===== config.mk =====
export PLATFORM = sky130hd
export DESIGN_NAME = sensor_reply_crc_check_and_extract_core
export DESIGN_NICKNAME = d
export VERILOG_FILES = /design/src/rtl/srcc_pkg.sv /design/src/rtl/srcc_scan.sv /design/src/rtl/sensor_reply_crc_check_and_extract_core.sv
export SDC_FILE = /design/constraint.sdc
export NUM_CORES = 1
export LEC_CHECK = 0
export BUFFER_PORTS_ARGS = -buffer_cell sky130_fd_sc_hd__buf_4
export CORE_MARGIN = 4
export CORE_UTILIZATION = 59
export CTS_BUF_LIST = sky130_fd_sc_hd__clkbuf_4 sky130_fd_sc_hd__clkbuf_8 sky130_fd_sc_hd__clkbuf_16
export DETAILED_ROUTE_END_ITERATION = 10
export GPL_TIMING_DRIVEN = 0
export HOLD_SLACK_MARGIN = 0.03
export MAX_ROUTING_LAYER = met4
export PLACE_DENSITY = 0.79
export SLEW_MARGIN = 5
export SYNTH_ARGS = -nofsm -noshare
export SYNTH_HDL_FRONTEND = slang
export SYNTH_SLANG_ARGS = --single-unit

===== constraint.sdc =====
create_clock -name clk_i -period 24 [get_ports clk_i]
set_input_delay 4.8 -clock clk_i [delete_from_list [all_inputs] [get_ports clk_i]]
set_output_delay 4.8 -clock clk_i [all_outputs]
set_load 0.01 [all_outputs]

===== src/rtl/srcc_pkg.sv =====
// ----------------------------------------------------------------------------
// srcc_pkg
// Types, constants and the CRC byte update shared by the reply checker.
// ----------------------------------------------------------------------------
`default_nettype none

package srcc_pkg;

  // Scan window and value layout
  localparam int unsigned WinLen    = 45;
  localparam int unsigned NumVals   = 9;
  localparam int unsigned TagStride = 5;
  localparam int unsigned CntW      = $clog2(WinLen + 1);

  // Stream widths
  localparam int unsigned InDataW  = 8;
  localparam int unsigned ValsW    = NumVals * 32;
  localparam int unsigned OutBits  = 2 + ValsW;
  localparam int unsigned OutDataW = ((OutBits + 7) / 8) * 8;
  localparam int unsigned OutPadW  = OutDataW - OutBits;

  // CRC-16, MSB first
  localparam logic [15:0] CrcPoly = 16'h1021;
  localparam logic [15:0] CrcTop  = 16'h8000;

  // Tag byte in front of each value
  localparam logic [7:0] TagBytes [NumVals] = '{
    8'h05, 8'h18, 8'h19, 8'h15, 8'h16, 8'h17, 8'h4A, 8'h4B, 8'h4C
  };

  typedef logic [NumVals-1:0][31:0] vals_t;

  // Outcome of one byte step of the packet scanner
  typedef struct packed {
    logic  crc_ok;
    logic  match;
    vals_t values;
  } scan_res_t;

  // Fold one byte into the CRC, eight bit steps
  function automatic logic [15:0] crc_byte(input logic [15:0] crc, input logic [7:0] b);
    logic [15:0] c;
    c = crc ^ {b, 8'h00};
    for (int k = 0; k < 8; k++) begin
      if ((c & CrcTop) != 16'h0000) begin
        c = {c[14:0], 1'b0} ^ CrcPoly;
      end else begin
        c = {c[14:0], 1'b0};
      end
    end
    return c;
  endfunction

endpackage

`default_nettype wire


===== src/rtl/srcc_scan.sv =====
// ----------------------------------------------------------------------------
// srcc_scan
// Per-packet state: byte window, running CRC, byte count, match flag and
// candidate values. Reports the end-of-packet outcome for the current byte.
// ----------------------------------------------------------------------------
`default_nettype none

module srcc_scan import srcc_pkg::*; (
  input  logic       clk_i,
  input  logic       rst_ni,
  input  logic       step_i,
  input  logic [7:0] byte_i,
  input  logic       last_i,
  output scan_res_t  res_o
);

  logic [7:0]      win_q [WinLen];
  logic [7:0]      win_d [WinLen];
  logic [15:0]     crc_q, crc_d, crc_next;
  logic [CntW-1:0] cnt_q, cnt_d, cnt_next;
  logic            match_q, match_d, match_next;
  logic            hit;
  vals_t           cand_q, cand_next, vals;

  // Shift the new byte into the window
  always_comb begin
    for (int i = 0; i < WinLen - 1; i++) begin
      win_d[i] = win_q[i+1];
    end
    win_d[WinLen-1] = byte_i;
  end

  // Advance CRC over the byte two places back, count up to the window length
  always_comb begin
    crc_next = (cnt_q >= CntW'(2)) ? crc_byte(crc_q, win_q[WinLen-2]) : crc_q;
    cnt_next = (cnt_q == CntW'(WinLen)) ? cnt_q : cnt_q + CntW'(1);
  end

  // Compare tags on the full window and pull out the values, first byte low
  always_comb begin
    hit = (cnt_next == CntW'(WinLen));
    for (int i = 0; i < NumVals; i++) begin
      if (win_d[TagStride*i] != TagBytes[i]) begin
        hit = 1'b0;
      end
      vals[i] = {win_d[TagStride*i+4], win_d[TagStride*i+3],
                 win_d[TagStride*i+2], win_d[TagStride*i+1]};
    end
    match_next = match_q | hit;
    cand_next  = hit ? vals : cand_q;
  end

  // Outcome if this byte closes the packet
  always_comb begin
    res_o.crc_ok = (cnt_next >= CntW'(2)) &&
                   (crc_next == {win_d[WinLen-2], win_d[WinLen-1]});
    res_o.match  = match_next;
    res_o.values = cand_next;
  end

  // Drop packet state after the last byte
  always_comb begin
    if (last_i) begin
      crc_d   = '0;
      cnt_d   = '0;
      match_d = 1'b0;
    end else begin
      crc_d   = crc_next;
      cnt_d   = cnt_next;
      match_d = match_next;
    end
  end

  // Control state
  always_ff @(posedge clk_i or negedge rst_ni) begin
    if (!rst_ni) begin
      crc_q   <= '0;
      cnt_q   <= '0;
      match_q <= 1'b0;
    end else if (step_i) begin
      crc_q   <= crc_d;
      cnt_q   <= cnt_d;
      match_q <= match_d;
    end
  end

  // Window and candidates are only read once the count or match flag says so
  always_ff @(posedge clk_i) begin
    if (step_i) begin
      win_q  <= win_d;
      cand_q <= cand_next;
    end
  end

endmodule

`default_nettype wire


===== src/rtl/sensor_reply_crc_check_and_extract_core.sv =====
// ----------------------------------------------------------------------------
// sensor_reply_crc_check_and_extract_core
// Checks the CRC-16 of sensor reply packets and extracts nine tagged values.
// ----------------------------------------------------------------------------
// Usage:
//   Slave stream carries one packet byte per transfer in tdata[7:0]; tlast
//   marks the final byte. Bytes are not echoed: only the final byte of a
//   packet produces one master transfer with crc_ok, pattern_found and the
//   nine held 32-bit values (yaw, pitch, roll, accel x/y/z, gyro x/y/z).
//   The last two bytes of a packet are its CRC, big-endian. Held values are
//   replaced only when the CRC passes and the tagged layout was seen.
//   A final byte is taken into the input register and then processed into
//   the result register that drives tvalid.
//   Throughput: one byte per cycle unless a final byte waits; the window
//   shift, unrolled CRC byte update and tag compare sit between registers.
//   Reset clears the packet state, the held values and both valid flags.
//   While a result waits on tready, further non-final bytes keep flowing;
//   a final byte waits in the input register until the result is taken.
// ----------------------------------------------------------------------------
`default_nettype none

module sensor_reply_crc_check_and_extract_core import srcc_pkg::*; (
  input  logic                clk_i,
  input  logic                rst_ni,
  // Slave stream
  input  logic                s_axis_tvalid_i,
  output logic                s_axis_tready_o,
  input  logic [InDataW-1:0]  s_axis_tdata_i,   // [7:0] rx_byte
  input  logic                s_axis_tlast_i,   // last_byte
  // Master stream
  output logic                m_axis_tvalid_o,
  input  logic                m_axis_tready_i,
  output logic [OutDataW-1:0] m_axis_tdata_o    // crc_ok, pattern_found, yaw_bits,
                                                // pitch_bits, roll_bits,
                                                // accel_x_bits .. accel_z_bits,
                                                // gyro_x_bits .. gyro_z_bits,
                                                // zero pad
);

  logic       in_valid_q;
  logic [7:0] in_byte_q;
  logic       in_last_q;
  logic       step;
  logic       out_valid_q;
  logic       crc_ok_q;
  logic       found_q;
  vals_t      held_q;
  scan_res_t  res;

  // Process the held byte unless it closes a packet whose result cannot go out
  assign step            = in_valid_q && (!in_last_q || !out_valid_q || m_axis_tready_i);
  assign s_axis_tready_o = !in_valid_q || step;

  // Input register
  always_ff @(posedge clk_i or negedge rst_ni) begin
    if (!rst_ni) begin
      in_valid_q <= 1'b0;
    end else if (s_axis_tready_o) begin
      in_valid_q <= s_axis_tvalid_i;
    end
  end

  always_ff @(posedge clk_i) begin
    if (s_axis_tvalid_i && s_axis_tready_o) begin
      in_byte_q <= s_axis_tdata_i[7:0];
      in_last_q <= s_axis_tlast_i;
    end
  end

  // Packet scanner
  srcc_scan u_scan (
    .clk_i  (clk_i),
    .rst_ni (rst_ni),
    .step_i (step),
    .byte_i (in_byte_q),
    .last_i (in_last_q),
    .res_o  (res)
  );

  // Result valid: set on a processed final byte, drop once transferred
  always_ff @(posedge clk_i or negedge rst_ni) begin
    if (!rst_ni) begin
      out_valid_q <= 1'b0;
    end else if (step && in_last_q) begin
      out_valid_q <= 1'b1;
    end else if (m_axis_tready_i) begin
      out_valid_q <= 1'b0;
    end
  end

  // Held values, replaced only by a good packet with a match
  always_ff @(posedge clk_i or negedge rst_ni) begin
    if (!rst_ni) begin
      held_q <= '0;
    end else if (step && in_last_q && res.crc_ok && res.match) begin
      held_q <= res.values;
    end
  end

  // Result flags
  always_ff @(posedge clk_i) begin
    if (step && in_last_q) begin
      crc_ok_q <= res.crc_ok;
      found_q  <= res.match;
    end
  end

  assign m_axis_tvalid_o = out_valid_q;
  assign m_axis_tdata_o  = {{OutPadW{1'b0}}, held_q, found_q, crc_ok_q};

endmodule

`default_nettype wire


==> results of run 1 <==
==> logic make-up (layout without fill, tap and decap cells) <==
group | count (synthesis) | after routing | synth area share [%]
buffers and inverters | 97 | 584 | 2.22
multiplexers | 578 | 578 | 17.9
AO/OA/AOI/OAI | 66 | 66 | 1.18
XOR/XNOR | 56 | 56 | 1.62
AND/OR/NAND/NOR | 104 | 104 | 1.65
adder cells (fa/ha/maj) | 3 | 3 | 0.103
flip-flops | 964 | 964 | 75.3
other | 1 | 6 | 0.0103
==> area by class of cell <==
| class | count | share of cell area, % |
|---|---|---|
| inverters | 9 | 0.0785 |
| plain buffers | 88 | 1.82 |
| clock inverters | 42 | 0.948 |
| multi-input cells | 813 | 19.0 |
| flip-flops and latches | 964 | 63.6 |
| well taps | 782 | 2.27 |
| repair buffers | 313 | 5.90 |
| clock buffers | 132 | 6.33 |
==> flip-flops by register name (all words and copies together) (netlist names) <==
| register | flops |
|---|---|
| m_axis_tvalid_o | 1 |
| m_axis_tdata_o | 288 |
| in_valid_q | 1 |
| u_scan.crc_q | 16 |
| in_byte_q | 8 |
| u_scan.cand_q | 288 |
| u_scan.match_q | 1 |
| found_q | 1 |
| u_scan.vals | 280 |
| u_scan.cnt_q | 6 |
| crc_ok_q | 1 |
| u_scan.win_d | 72 |
| in_last_q | 1 |
==> per-stage QoR <==
stage | util (%) | hold WS (ns) | std cells
floorplan | - | 0.417 | 1874
global placement | 65.3 | 0.424 | 2960
detailed placement | 65.7 | 0.427 | 2969
CTS | 70.9 | 0.438 | 3143
global route | 70.9 | 0.442 | 3143
finish | 70.9 | 0.441 | 3143
==> worst paths after layout <==
kind	depth (start not counted)	startpoint	slack [ns]	endpoint
hold / removal	0	u_scan.vals[209]$_DFFE_PP_	0.44	u_scan.vals[201]$_DFFE_PP_
min in group asynchronous	1	rst_ni	4.11	m_axis_tdata_o[78]$_DFFE_PN0P_
max in group asynchronous	3	rst_ni	18.52	m_axis_tdata_o[214]$_DFFE_PN0P_
setup reg to reg	9	u_scan.win_d[314]$_DFFE_PP_	18.44	m_axis_tdata_o[113]$_DFFE_PN0P_
setup / recovery	3	m_axis_tready_i	13.89	s_axis_tready_o
hold reg to reg	0	u_scan.vals[209]$_DFFE_PP_	0.44	u_scan.vals[201]$_DFFE_PP_
==> layer usage <==
layer  part of all wire, %  vias to the layer above
met3                   6.7                      113
met4                   2.2                        0
met5                     0                        -
met2                    49                      528
met1                    42                     9400
li1                      -                     7959
==> synthesized netlist by cell type, drive strengths merged, types with 4 or more instances <==
cell type | instances | area share, %
dfrtp | 313 | 22
nor4 | 4 | 0.069
xor2 | 11 | 0.26
nor3 | 6 | 0.096
and2 | 5 | 0.086
xnor3 | 5 | 0.31
nor2 | 11 | 0.11
buf | 47 | 1.7
nand2 | 29 | 0.30
a21oi | 12 | 0.17
inv | 9 | 0.093
mux2 | 576 | 18
o21ai | 20 | 0.28
xnor2 | 38 | 0.92
nand3 | 9 | 0.12
edfxtp | 651 | 54
nand4 | 8 | 0.14
nor4b | 9 | 0.22
clkbuf | 41 | 0.43
nor4bb | 5 | 0.14
a22oi | 11 | 0.23
==> report_power, final <==
| group | switching (mW) | total (mW) | internal, mW |
|---|---|---|---|
| Sequential | 0.0474 | 1.91 | 1.86 |
| Clock | 0.605 | 1.47 | 0.869 |
| Combinational | 0.149 | 0.239 | 0.0898 |
==> summary.txt, run 1 <==
STA
  • Tmin final: 10.11 ns
  • Worst-case clock skew: roughly 0.020 ns
  • Final Hold Fails: 0
  • Worst slew pin tran: approximately 1.0 ns
  • Slew headroom: approximately 31%
  • Pins over their slew limit: 0
  • FMAX: between 90 and 100 MHz
  • Final WS setup: 13.89 ns
  • RSZ-0062 raised after global routing: no
  • Tcrit/Tclk final: a little over two fifths
  • # setup viols final: 0
  • Sum Neg Setup Slack: 0 ns

Clocking
  • Post-CTS Hold Fix Bufs: 0
  • Bufs on Longest Clock Path: 3
  • Post-CTS sizing: 0
  • Num CTS Buffers: 94
  • Post-CTS Setup Inserts: 0
  • Root buffer cell: clkbuf_16
  • CTS tree: built
  • Clk slew on worst S/H paths: around 0.06 ns
  • Clk_lat worst skew: about 0.63 ns
  • H-Tree Depth: 3
  • Clock net sink count: between 900 and 1000

Drt
  • Vias post-DR: 18000
  • DRC Markers: 0
  • Final WL: roughly 74 mm
  • Detailed Routing Iterations Pass 1: 5
  • Iteration-0 DRC Markers: ~1300
  • Routed Antenna Nets: 0
  • Drt wl/cell: roughly 23 um
  • Vias per std cell: about 5.7

Pwr
  • Maximum vdd drop: 0.0611 mV
  • Pwr Total: 3.62 mW
  • Leakage Power: approximately 16 nW
  • P per Cell Area: 84.2 nW/um^2

Logic synthesis
  • Cell Area, Synth: between 30000 and 40000 um^2
  • Seq/Total Area, Yosys: between 70% and 80%
  • Ys flop type: edfxtp_1
  • Async SR Flop Fraction: 32.5%
  • Mapped Cells: approximately 1900
  • Post-synth EDFFs: 651
  • Avg Cell Area, Syn: between 15 and 20 um^2
  • Seq cells post-synth: 964
  • YS warnings: 0
  • Yosys cell types: 59

Worst setup path
  • Arrival time at the worst endpoint: 5.31 ns
  • WS Path Type: primary input to output pin
  • Worst path bufs/invs: 2
  • Required time worst endpoint: around 19 ns
  • Cell repeated most along the worst path: buf_4
  • CP delay by family, top: buffers and inverters
  • CP Capture Type: output pin
  • CP max stage delay: 0.21 ns
  • Critical path startpoint category: primary input
  • Crit-path cells: buf_4 -> nand4b_1 -> buf_4
  • CP max FO: 3
  • Crit-path slowest cell: nand4b_1

Cells and area
  • Final Net Count: ~2300
  • Layout cells sized above 1: around two fifths
  • Most common cell after layout, fill and taps aside: edfxtp_1
  • Design Area, Final: 43000 um^2
  • Layout area overhead: 18.4%
  • # diodes: 0
  • FF/Latch Area: roughly 27000 um^2
  • Area occupied by multi-input gates: 8190 um^2
  • Most frequent cells in the layout: edfxtp_1 (651), mux2_2 (375), buf_4 (317)
  • Fill count: approximately 3600

Global routing
  • Total gr overflow: 0
  • Met3 Resource Use GR: ~5.5%
  • Met2 usage: 36.5%
  • Pin count of the biggest net entering global routing: 125
  • Initial antenna violation count: 1
  • Met1 usage: between 30 and 40%
  • GRT Overall Usage: around 23%
  • First-pass GRT wire length: between 100 and 150 mm
  • Vias in the first global route: approximately 19000
  • Layer with the highest usage: met2

Die
  • Core Region: around 61000 um^2
  • Die area: about 66000 um^2
  • Initial core utilization: ~60%
  • Row cnt: 90
  • # IOs: 311
  • Die Ht: 256 um
  • DIE WIDTH: about 260 um

Min path
  • HP Class: flip-flop to flip-flop

Placement
  • Pre-CTS WS: 13.89 ns
  • Port Buf Inserts: about 300
  • Placer Congestion: between 0.8 and 0.9
  • Placed cell areas: about 40000 um^2
  • Detail Placement HPWL: between 40 and 50 mm

Run status
  • Status: finished clean

Job
  • # Max-Cap Violations: 0
Note: power is estimated with default switching activity, not from simulation.
==> inputs of run 2 (changes only) <==
==> constraint.sdc (replaced) <==
create_clock -name clk_i -period 10.6 [get_ports clk_i]
set_input_delay 2.12 -clock clk_i [delete_from_list [all_inputs] [get_ports clk_i]]
set_output_delay 2.12 -clock clk_i [all_outputs]
set_load 0.01 [all_outputs]
==> summary.txt, run 2 (same netlist as run 1, synthesis figures left out) <==
Min path
  • HP Class: flip-flop to flip-flop
  • Hold Path End: u_scan.vals[231]$_DFFE_PP_
  • Hold Path Depth: 0 (unchanged)
  • Hold Crit Start: u_scan.vals[239]$_DFFE_PP_

Placement
  • Port Buf Inserts: 304 (unchanged)
  • Detail Placement HPWL: 49.9 mm (+0.13%)
  • Placer Congestion: 0.852 (+1.4%)
  • Placed cell areas: 39800 um^2 (-0.18%)
  • Pre-CTS WS: 5.20 ns (-8.69 ns)

Clocking
  • Root buffer cell: clkbuf_16
  • Clk slew on worst S/H paths: 0.06 ns (about the same)
  • Post-CTS Hold Fix Bufs: 0 (unchanged)
  • CTS tree: built
  • Num CTS Buffers: 94 (unchanged)
  • Clk_lat worst skew: 0.64 ns (about the same)
  • Post-CTS Setup Inserts: 0 (unchanged)
  • Bufs on Longest Clock Path: 3 (unchanged)
  • H-Tree Depth: 3 (unchanged)
  • Clock net sink count: 964 (unchanged)
  • Post-CTS sizing: 0 (unchanged)

Die
  • Die Ht: 256 um (unchanged)
  • Initial core utilization: 59.9% (unchanged)
  • DIE WIDTH: 256 um (unchanged)
  • Die area: 65700 um^2 (unchanged)
  • # IOs: 311 (unchanged)
  • Core Region: 60700 um^2 (unchanged)
  • Row cnt: 90 (unchanged)

Cells and area
  • Most common cell after layout, fill and taps aside: edfxtp_1
  • Most frequent cells in the layout: edfxtp_1 (651), mux2_2 (375), buf_4 (317)
  • Design Area, Final: 43100 um^2 (+0.19%)
  • Fill count: 3688 (+1.2%)
  • Layout cells sized above 1: 38.1% (+0.042 points)
  • Final Net Count: 2296 (-0.13%)
  • Layout area overhead: 18.6%

STA
  • Pins over their slew limit: 0 (unchanged)
  • Slew headroom: 30.1% (-1.1 points)
  • Worst slew pin tran: 1.03 ns (+0.0165 ns)
  • WHS: 0.433 ns (-0.00808 ns)
  • Final WS setup: 5.09 ns (-8.80 ns)
  • Sum Neg Setup Slack: 0 ns (unchanged)
  • Tcrit/Tclk final: between 50% and 60%
  • Tmin final: ~5.5 ns
  • # setup viols final: 0 (unchanged)
  • Final Hold Fails: 0 (unchanged)
  • FMAX: approximately 180 MHz
  • RSZ-0062 raised after global routing: no
  • Worst-case clock skew: 0.0229 ns (+0.00264 ns)

Worst setup path
  • WS Path Type: flip-flop to flip-flop
  • Worst reg-to-reg setup slack: 5.09 ns (-13.35 ns)
  • Worst path bufs/invs: 3 (+1)
  • R2r worst-path depth: 9 (unchanged)
  • CP startpoint: u_scan.win_d[318]$_DFFE_PP_
  • CP Capture Type: flip-flop
  • Crit-path slowest cell: nor4b_1
  • Arrival time at the worst endpoint: 6.02 ns (+0.71 ns)
  • RR Endpoint: m_axis_tdata_o[95]$_DFFE_PN0P_
  • Cell repeated most along the worst path: clkbuf_1
  • Required time worst endpoint: 11.11 ns (-8.09 ns)
  • Critical path startpoint category: flip-flop
  • CP delay by family, top: simple AND/OR/NAND/NOR gates
  • CP max FO: 10 (+7)
  • Worst r2r src: u_scan.win_d[318]$_DFFE_PP_
  • Crit-path cells: nor4b_1 -> nand4_1 -> nor4_1 -> and4_1 -> clkbuf_1 -> clkbuf_1 -> clkbuf_1 -> mux2_2 -> mux2_2
  • CP max stage delay: 0.90 ns (+0.69 ns)

Drt
  • Vias post-DR: 17900 (-0.62%)
  • Iteration-0 DRC Markers: 1463 (+13%)
  • Detailed Routing Iterations Pass 1: 5 (unchanged)
  • Drt wl/cell: 23.8 um (+1.4%)
  • Vias per std cell: 5.69 (-0.65%)
  • Routed Antenna Nets: 0 (unchanged)
  • Final WL: 74.9 mm (+1.4%)
  • DRC Markers: 0 (unchanged)

Global routing
  • GRT Overall Usage: 23.3% (+0.23 points)
  • Initial antenna violation count: 4 (+3)
  • Vias in the first global route: 19000 (+0.76%)
  • First-pass GRT wire length: 114 mm (+0.85%)
  • Pin count of the biggest net entering global routing: 180 (+44%)
  • Total gr overflow: 0 (unchanged)

Pwr
  • P per Cell Area: 193 nW/um^2 (+130%)
  • Maximum vdd drop: 0.156 mV (+160%)
  • Leakage Power: 16.5 nW (+0.20%)

Job
  • # Max-Cap Violations: 0 (unchanged)

Run status
  • Status: finished clean
==> run 2: worst max path at each step <==
stage,to,slack (ns),depth (start not counted)
2_1_floorplan,u_scan.cnt_q[0]$_DFFE_PN0P_,2.48,7
3_3_place_gp,u_scan.cnt_q[1]$_DFFE_PN0P_,0.40,8
3_5_place_dp,m_axis_tdata_o[95]$_DFFE_PN0P_,5.20,9
4_1_cts,m_axis_tdata_o[113]$_DFFE_PN0P_,5.07,9
5_1_grt,m_axis_tdata_o[113]$_DFFE_PN0P_,4.90,9
6_report,m_axis_tdata_o[95]$_DFFE_PN0P_,5.09,9
==> run 2: power breakdown <==
part / switching (mW) / total (mW) / internal (mW)
combinational: 0.337 / 0.536 / 0.199
clock: 1.38 / 3.47 / 2.09
sequential: 0.107 / 4.32 / 4.22
==> run 2: final cells by class <==
type / instances / area, um^2 / area share (%)
timing repair buffer: 310 / 2450 / 5.69
inverter: 9 / 33.8 / 0.0783
clock inverter: 46 / 536 / 1.24
antenna: 1 / 2.50 / 0.00580
tap: 782 / 978 / 2.27
buffer: 88 / 795 / 1.84
multi-input combinational: 813 / 8190 / 19.0
clock buffer: 131 / 2750 / 6.38
sequential: 964 / 27400 / 63.5
==> run 2: worst reg2reg max path: stages, from the launching register on <==
cell	delay [ns]
edfxtp_1	0.40
nor4b_1	0.90
nand4_1	0.25
nor4_1	0.73
and4_1	0.40
clkbuf_1	0.65
clkbuf_1	0.72
clkbuf_1	0.62
mux2_2	0.43
mux2_2	0.28
==> run 2: per-stage QoR <==
stage | instances | utilization, % | power, mW
floorplan | 1874 | - | 4.76
global placement | 2960 | 65.3 | 4.95
detailed placement | 2966 | 65.6 | 4.92
CTS | 3143 | 71.0 | 8.39
global route | 3144 | 71.0 | 8.63
finish | 3144 | 71.0 | 8.33
==> run 2: metal layers <==
layer	track usage [%]	vias to the layer above	share of wire, %
met5	-	-	0
li1	-	7936	-
met1	30.4	9370	42
met3	5.75	114	6.5
met2	37.6	469	50
met4	5.71	0	2.2
==> inputs of run 3 (changes only) <==
--- a/config.mk
+++ b/config.mk
@@ -5,15 +5,16 @@
 export SDC_FILE = /design/constraint.sdc
 export NUM_CORES = 1
 export LEC_CHECK = 0
+export ABC_AREA = 1
 export BUFFER_PORTS_ARGS = -buffer_cell sky130_fd_sc_hd__buf_4
 export CORE_MARGIN = 4
-export CORE_UTILIZATION = 59
+export CORE_UTILIZATION = 60
 export CTS_BUF_LIST = sky130_fd_sc_hd__clkbuf_4 sky130_fd_sc_hd__clkbuf_8 sky130_fd_sc_hd__clkbuf_16
 export DETAILED_ROUTE_END_ITERATION = 10
 export GPL_TIMING_DRIVEN = 0
 export HOLD_SLACK_MARGIN = 0.03
 export MAX_ROUTING_LAYER = met4
-export PLACE_DENSITY = 0.79
+export PLACE_DENSITY = 0.8
 export SLEW_MARGIN = 5
 export SYNTH_ARGS = -nofsm -noshare
 export SYNTH_HDL_FRONTEND = slang
==> constraint.sdc (replaced) <==
create_clock -name clk_i -period 5.5 [get_ports clk_i]
set_input_delay 1.1 -clock clk_i [delete_from_list [all_inputs] [get_ports clk_i]]
set_output_delay 1.1 -clock clk_i [all_outputs]
set_load 0.01 [all_outputs]
==> summary.txt, run 3 <==
Clocking
  • Num CTS Buffers: 92 (-2.1%)
  • CTS tree: built
  • Bufs on Longest Clock Path: 3 (unchanged)
  • Clk slew on worst S/H paths: 0.07 ns (about the same)
  • Post-CTS sizing: 0 (unchanged)
  • Post-CTS Setup Inserts: 0 (unchanged)
  • Clock net sink count: 964 (unchanged)
  • Post-CTS Hold Fix Bufs: 0 (unchanged)
  • H-Tree Depth: 3 (unchanged)
  • Clk_lat worst skew: 0.65 ns (about the same)
  • Root buffer cell: clkbuf_16

Drt
  • Vias post-DR: 27700 (+55%)
  • Iteration-0 DRC Markers: 3085 (+110%)
  • Drt wl/cell: 20.4 um (-14%)
  • Final WL: 97.1 mm (+30%)
  • Routed Antenna Nets: 0 (unchanged)
  • Vias per std cell: 5.82 (+2.3%)
  • Detailed Routing Iterations Pass 1: 5 (unchanged)
  • DRC Markers: 0 (unchanged)

Worst setup path
  • R2r worst-path depth: 14 (+5)
  • Cell repeated most along the worst path: nand2_1
  • Critical path depth: 14 (+5)
  • Critical Path End: m_axis_tdata_o[257]$_DFFE_PN0P_
  • CP startpoint: u_scan.win_d[117]$_DFFE_PP_
  • Arrival time at the worst endpoint: 4.55 ns (-1.47 ns)
  • CP max FO: 10 (unchanged)
  • CP Capture Type: flip-flop
  • Critical path startpoint category: flip-flop
  • RR Endpoint: m_axis_tdata_o[257]$_DFFE_PN0P_
  • Worst r2r src: u_scan.win_d[117]$_DFFE_PP_
  • Worst reg-to-reg setup slack: 1.49 ns (-3.60 ns)
  • Worst path bufs/invs: 2 (-1)
  • CP delay by family, top: simple AND/OR/NAND/NOR gates
  • CP max stage delay: 0.67 ns (-0.23 ns)
  • Crit-path cells: nor2_1 -> nand3b_1 -> nor2_1 -> nand2_1 -> nor2_1 -> nand2_1 -> nor2_2 -> nand3_2 -> buf_2 -> buf_2 -> nand2_1 -> nand2_1 -> nand4_1 -> nand2_1
  • Required time worst endpoint: 6.04 ns (-5.07 ns)
  • Crit-path slowest cell: nor2_2
  • WS Path Type: flip-flop to flip-flop

STA
  • Slew headroom: 31.0% (+0.86 points)
  • FMAX: 249 MHz (+37%)
  • WHS: 0.306 ns (-0.127 ns)
  • Worst-case clock skew: 0.0290 ns (+0.00609 ns)
  • # setup viols final: 0 (unchanged)
  • Tcrit/Tclk final: 72.9% (+21 points)
  • Worst slew pin tran: 1.04 ns (+0.00171 ns)
  • RSZ-0062 raised after global routing: no
  • Pins over their slew limit: 0 (unchanged)
  • Tmin final: 4.01 ns (-1.50 ns)
  • Final WS setup: 1.49 ns (-3.60 ns)
  • Final Hold Fails: 0 (unchanged)
  • Sum Neg Setup Slack: 0 ns (unchanged)

Logic synthesis
  • Share of the synthesized area in the top cell type: 50.3% (-3.4 points)
  • Avg Cell Area, Syn: 11.4 um^2 (-41%)
  • Biggest area consumer among synthesized cells: edfxtp_1
  • Mapped Cells: 3409 (+82%)
  • Top post-synthesis cells by count: nand2_1 (1333), edfxtp_1 (651), nand4_1 (595)
  • Seq/Total Area, Yosys: 70.5% (-4.8 points)
  • Post-synth EDFFs: 651 (unchanged)
  • Yosys cell types: 33 (-44%)
  • Ys flop type: edfxtp_1
  • Cell Area, Synth: 38800 um^2 (+6.8%)
  • Top post-synthesis cells by area: edfxtp_1 (50%), dfrtp_1 (20%), nand2_1 (13%)
  • Async SR Flop Fraction: 32.5% (unchanged)
  • Most frequent cell after synthesis: nand2_1
  • Seq cells post-synth: 964 (unchanged)
  • YS warnings: 0 (unchanged)

Placement
  • # placed instances: 4579 (+54%)
  • Pre-CTS WS: 1.10 ns (-4.10 ns)
  • Placer Congestion: 0.914 (+7.3%)
  • Detail Placement HPWL: 64.9 mm (+30%)
  • Port Buf Inserts: 304 (unchanged)

Cells and area
  • Layout cells sized above 1: 17.7% (-20 points)
  • Final Net Count: 3834 (+67%)
  • Final non-filler cell total: 4753 (+51%)
  • # diodes: 0 (-1)
  • Fill count: 4336 (+18%)
  • Most common cell after layout, fill and taps aside: nand2_1
  • Layout area overhead: 17.7%
  • Most frequent cells in the layout: nand2_1 (1333), edfxtp_1 (651), nand4_1 (595)

Global routing
  • Initial antenna violation count: 0 (-4)
  • First-pass GRT wire length: 151 mm (+32%)
  • GRT Overall Usage: 28.5% (+5.2 points)
  • Vias in the first global route: 26800 (+41%)
  • Pin count of the biggest net entering global routing: 191 (+6.1%)
  • Total gr overflow: 0 (unchanged)

Job
  • # Max-Cap Violations: 0 (unchanged)

Die
  • DIE WIDTH: 262 um (+2.4%)
  • Row cnt: 93 (+3.3%)
  • Die area: 68900 um^2 (+4.9%)
  • # IOs: 311 (unchanged)
  • Core Region: 64200 um^2 (+5.8%)
  • Initial core utilization: 60.5% (+0.58 points)
  • Die Ht: 262 um (+2.4%)

Pwr
  • Maximum vdd drop: 0.274 mV (+75%)
  • P per Cell Area: 366 nW/um^2 (+90%)
  • Leakage Power: 20.1 nW (+22%)

Run status
  • Status: finished clean

Min path
  • HP Class: primary input to asynchronous set/reset pin
-- run 3: metal layers --
| layer | global-route usage [%] | wire [um] | up-vias |
|---|---|---|---|
| met4 | 9.21 | 3020 | 0 |
| met3 | 5.18 | 8520 | 197 |
| met1 | 39.4 | 39800 | 13300 |
| met5 | - | 0 | - |
| met2 | 43.8 | 45700 | 1287 |
| li1 | - | - | 12900 |
-- run 3: worst min path at each step --
| stage | cells past startpoint | to | slack, ns | start |
|---|---|---|---|---|
| floorplan | 0 | u_scan.vals[155]$_DFFE_PP_ | 0.43 | u_scan.win_d[155]$_DFFE_PP_ |
| CTS | 1 | m_axis_tdata_o[110]$_DFFE_PN0P_ | 0.29 | rst_ni |
| detailed placement | 0 | u_scan.vals[151]$_DFFE_PP_ | 0.44 | u_scan.vals[159]$_DFFE_PP_ |
| finish | 1 | m_axis_tdata_o[113]$_DFFE_PN0P_ | 0.31 | rst_ni |
| global route | 1 | m_axis_tdata_o[113]$_DFFE_PN0P_ | 0.31 | rst_ni |
| global placement | 0 | u_scan.vals[78]$_DFFE_PP_ | 0.43 | u_scan.vals[86]$_DFFE_PP_ |
-- run 3: cell families after synthesis --
| family | after synthesis | synth area share [%] |
|---|---|---|
| adders and majority gates | 3 | 0.0966 |
| buffers and inverters | 345 | 4.59 |
| xor gates and xnor gates | 9 | 0.203 |
| DFF | 964 | 70.5 |
| and+or+nand+nor | 2055 | 24.1 |
| AOI/OAI and AO/OA | 32 | 0.477 |
| other | 1 | 0.00965 |
-- run 3: final cells by class --
| cell class | count | area (um^2) | area share [%] |
|---|---|---|---|
| clock buffers | 123 | 2650 | 5.80 |
| plain buffers | 266 | 1510 | 3.30 |
| flip-flops and latches | 964 | 27400 | 59.9 |
| well taps | 855 | 1070 | 2.34 |
| inverters | 79 | 297 | 0.649 |
| repair buffers | 310 | 2450 | 5.37 |
| clock inverters | 51 | 643 | 1.41 |
| multi-input cells | 2105 | 9700 | 21.2 |
-- run 3: stage by stage --
step | total power, mW | instance area (um^2) | utilization [%]
floorplan | 9.54 | 38900 | -
global placement | 9.99 | 42200 | 65.7
detailed placement | 10.0 | 42400 | 66.0
CTS | 16.8 | 45700 | 71.1
global route | 17.3 | 45700 | 71.1
finish | 16.7 | 45700 | 71.1
-- run 3: power by group --
part / switching (mW) / internal, mW / total (mW)
sequential: 0.244 / 8.18 / 8.42
combinational: 1.11 / 0.386 / 1.50
clock: 2.76 / 4.06 / 6.82
total: 4.11 / 12.6 / 16.7
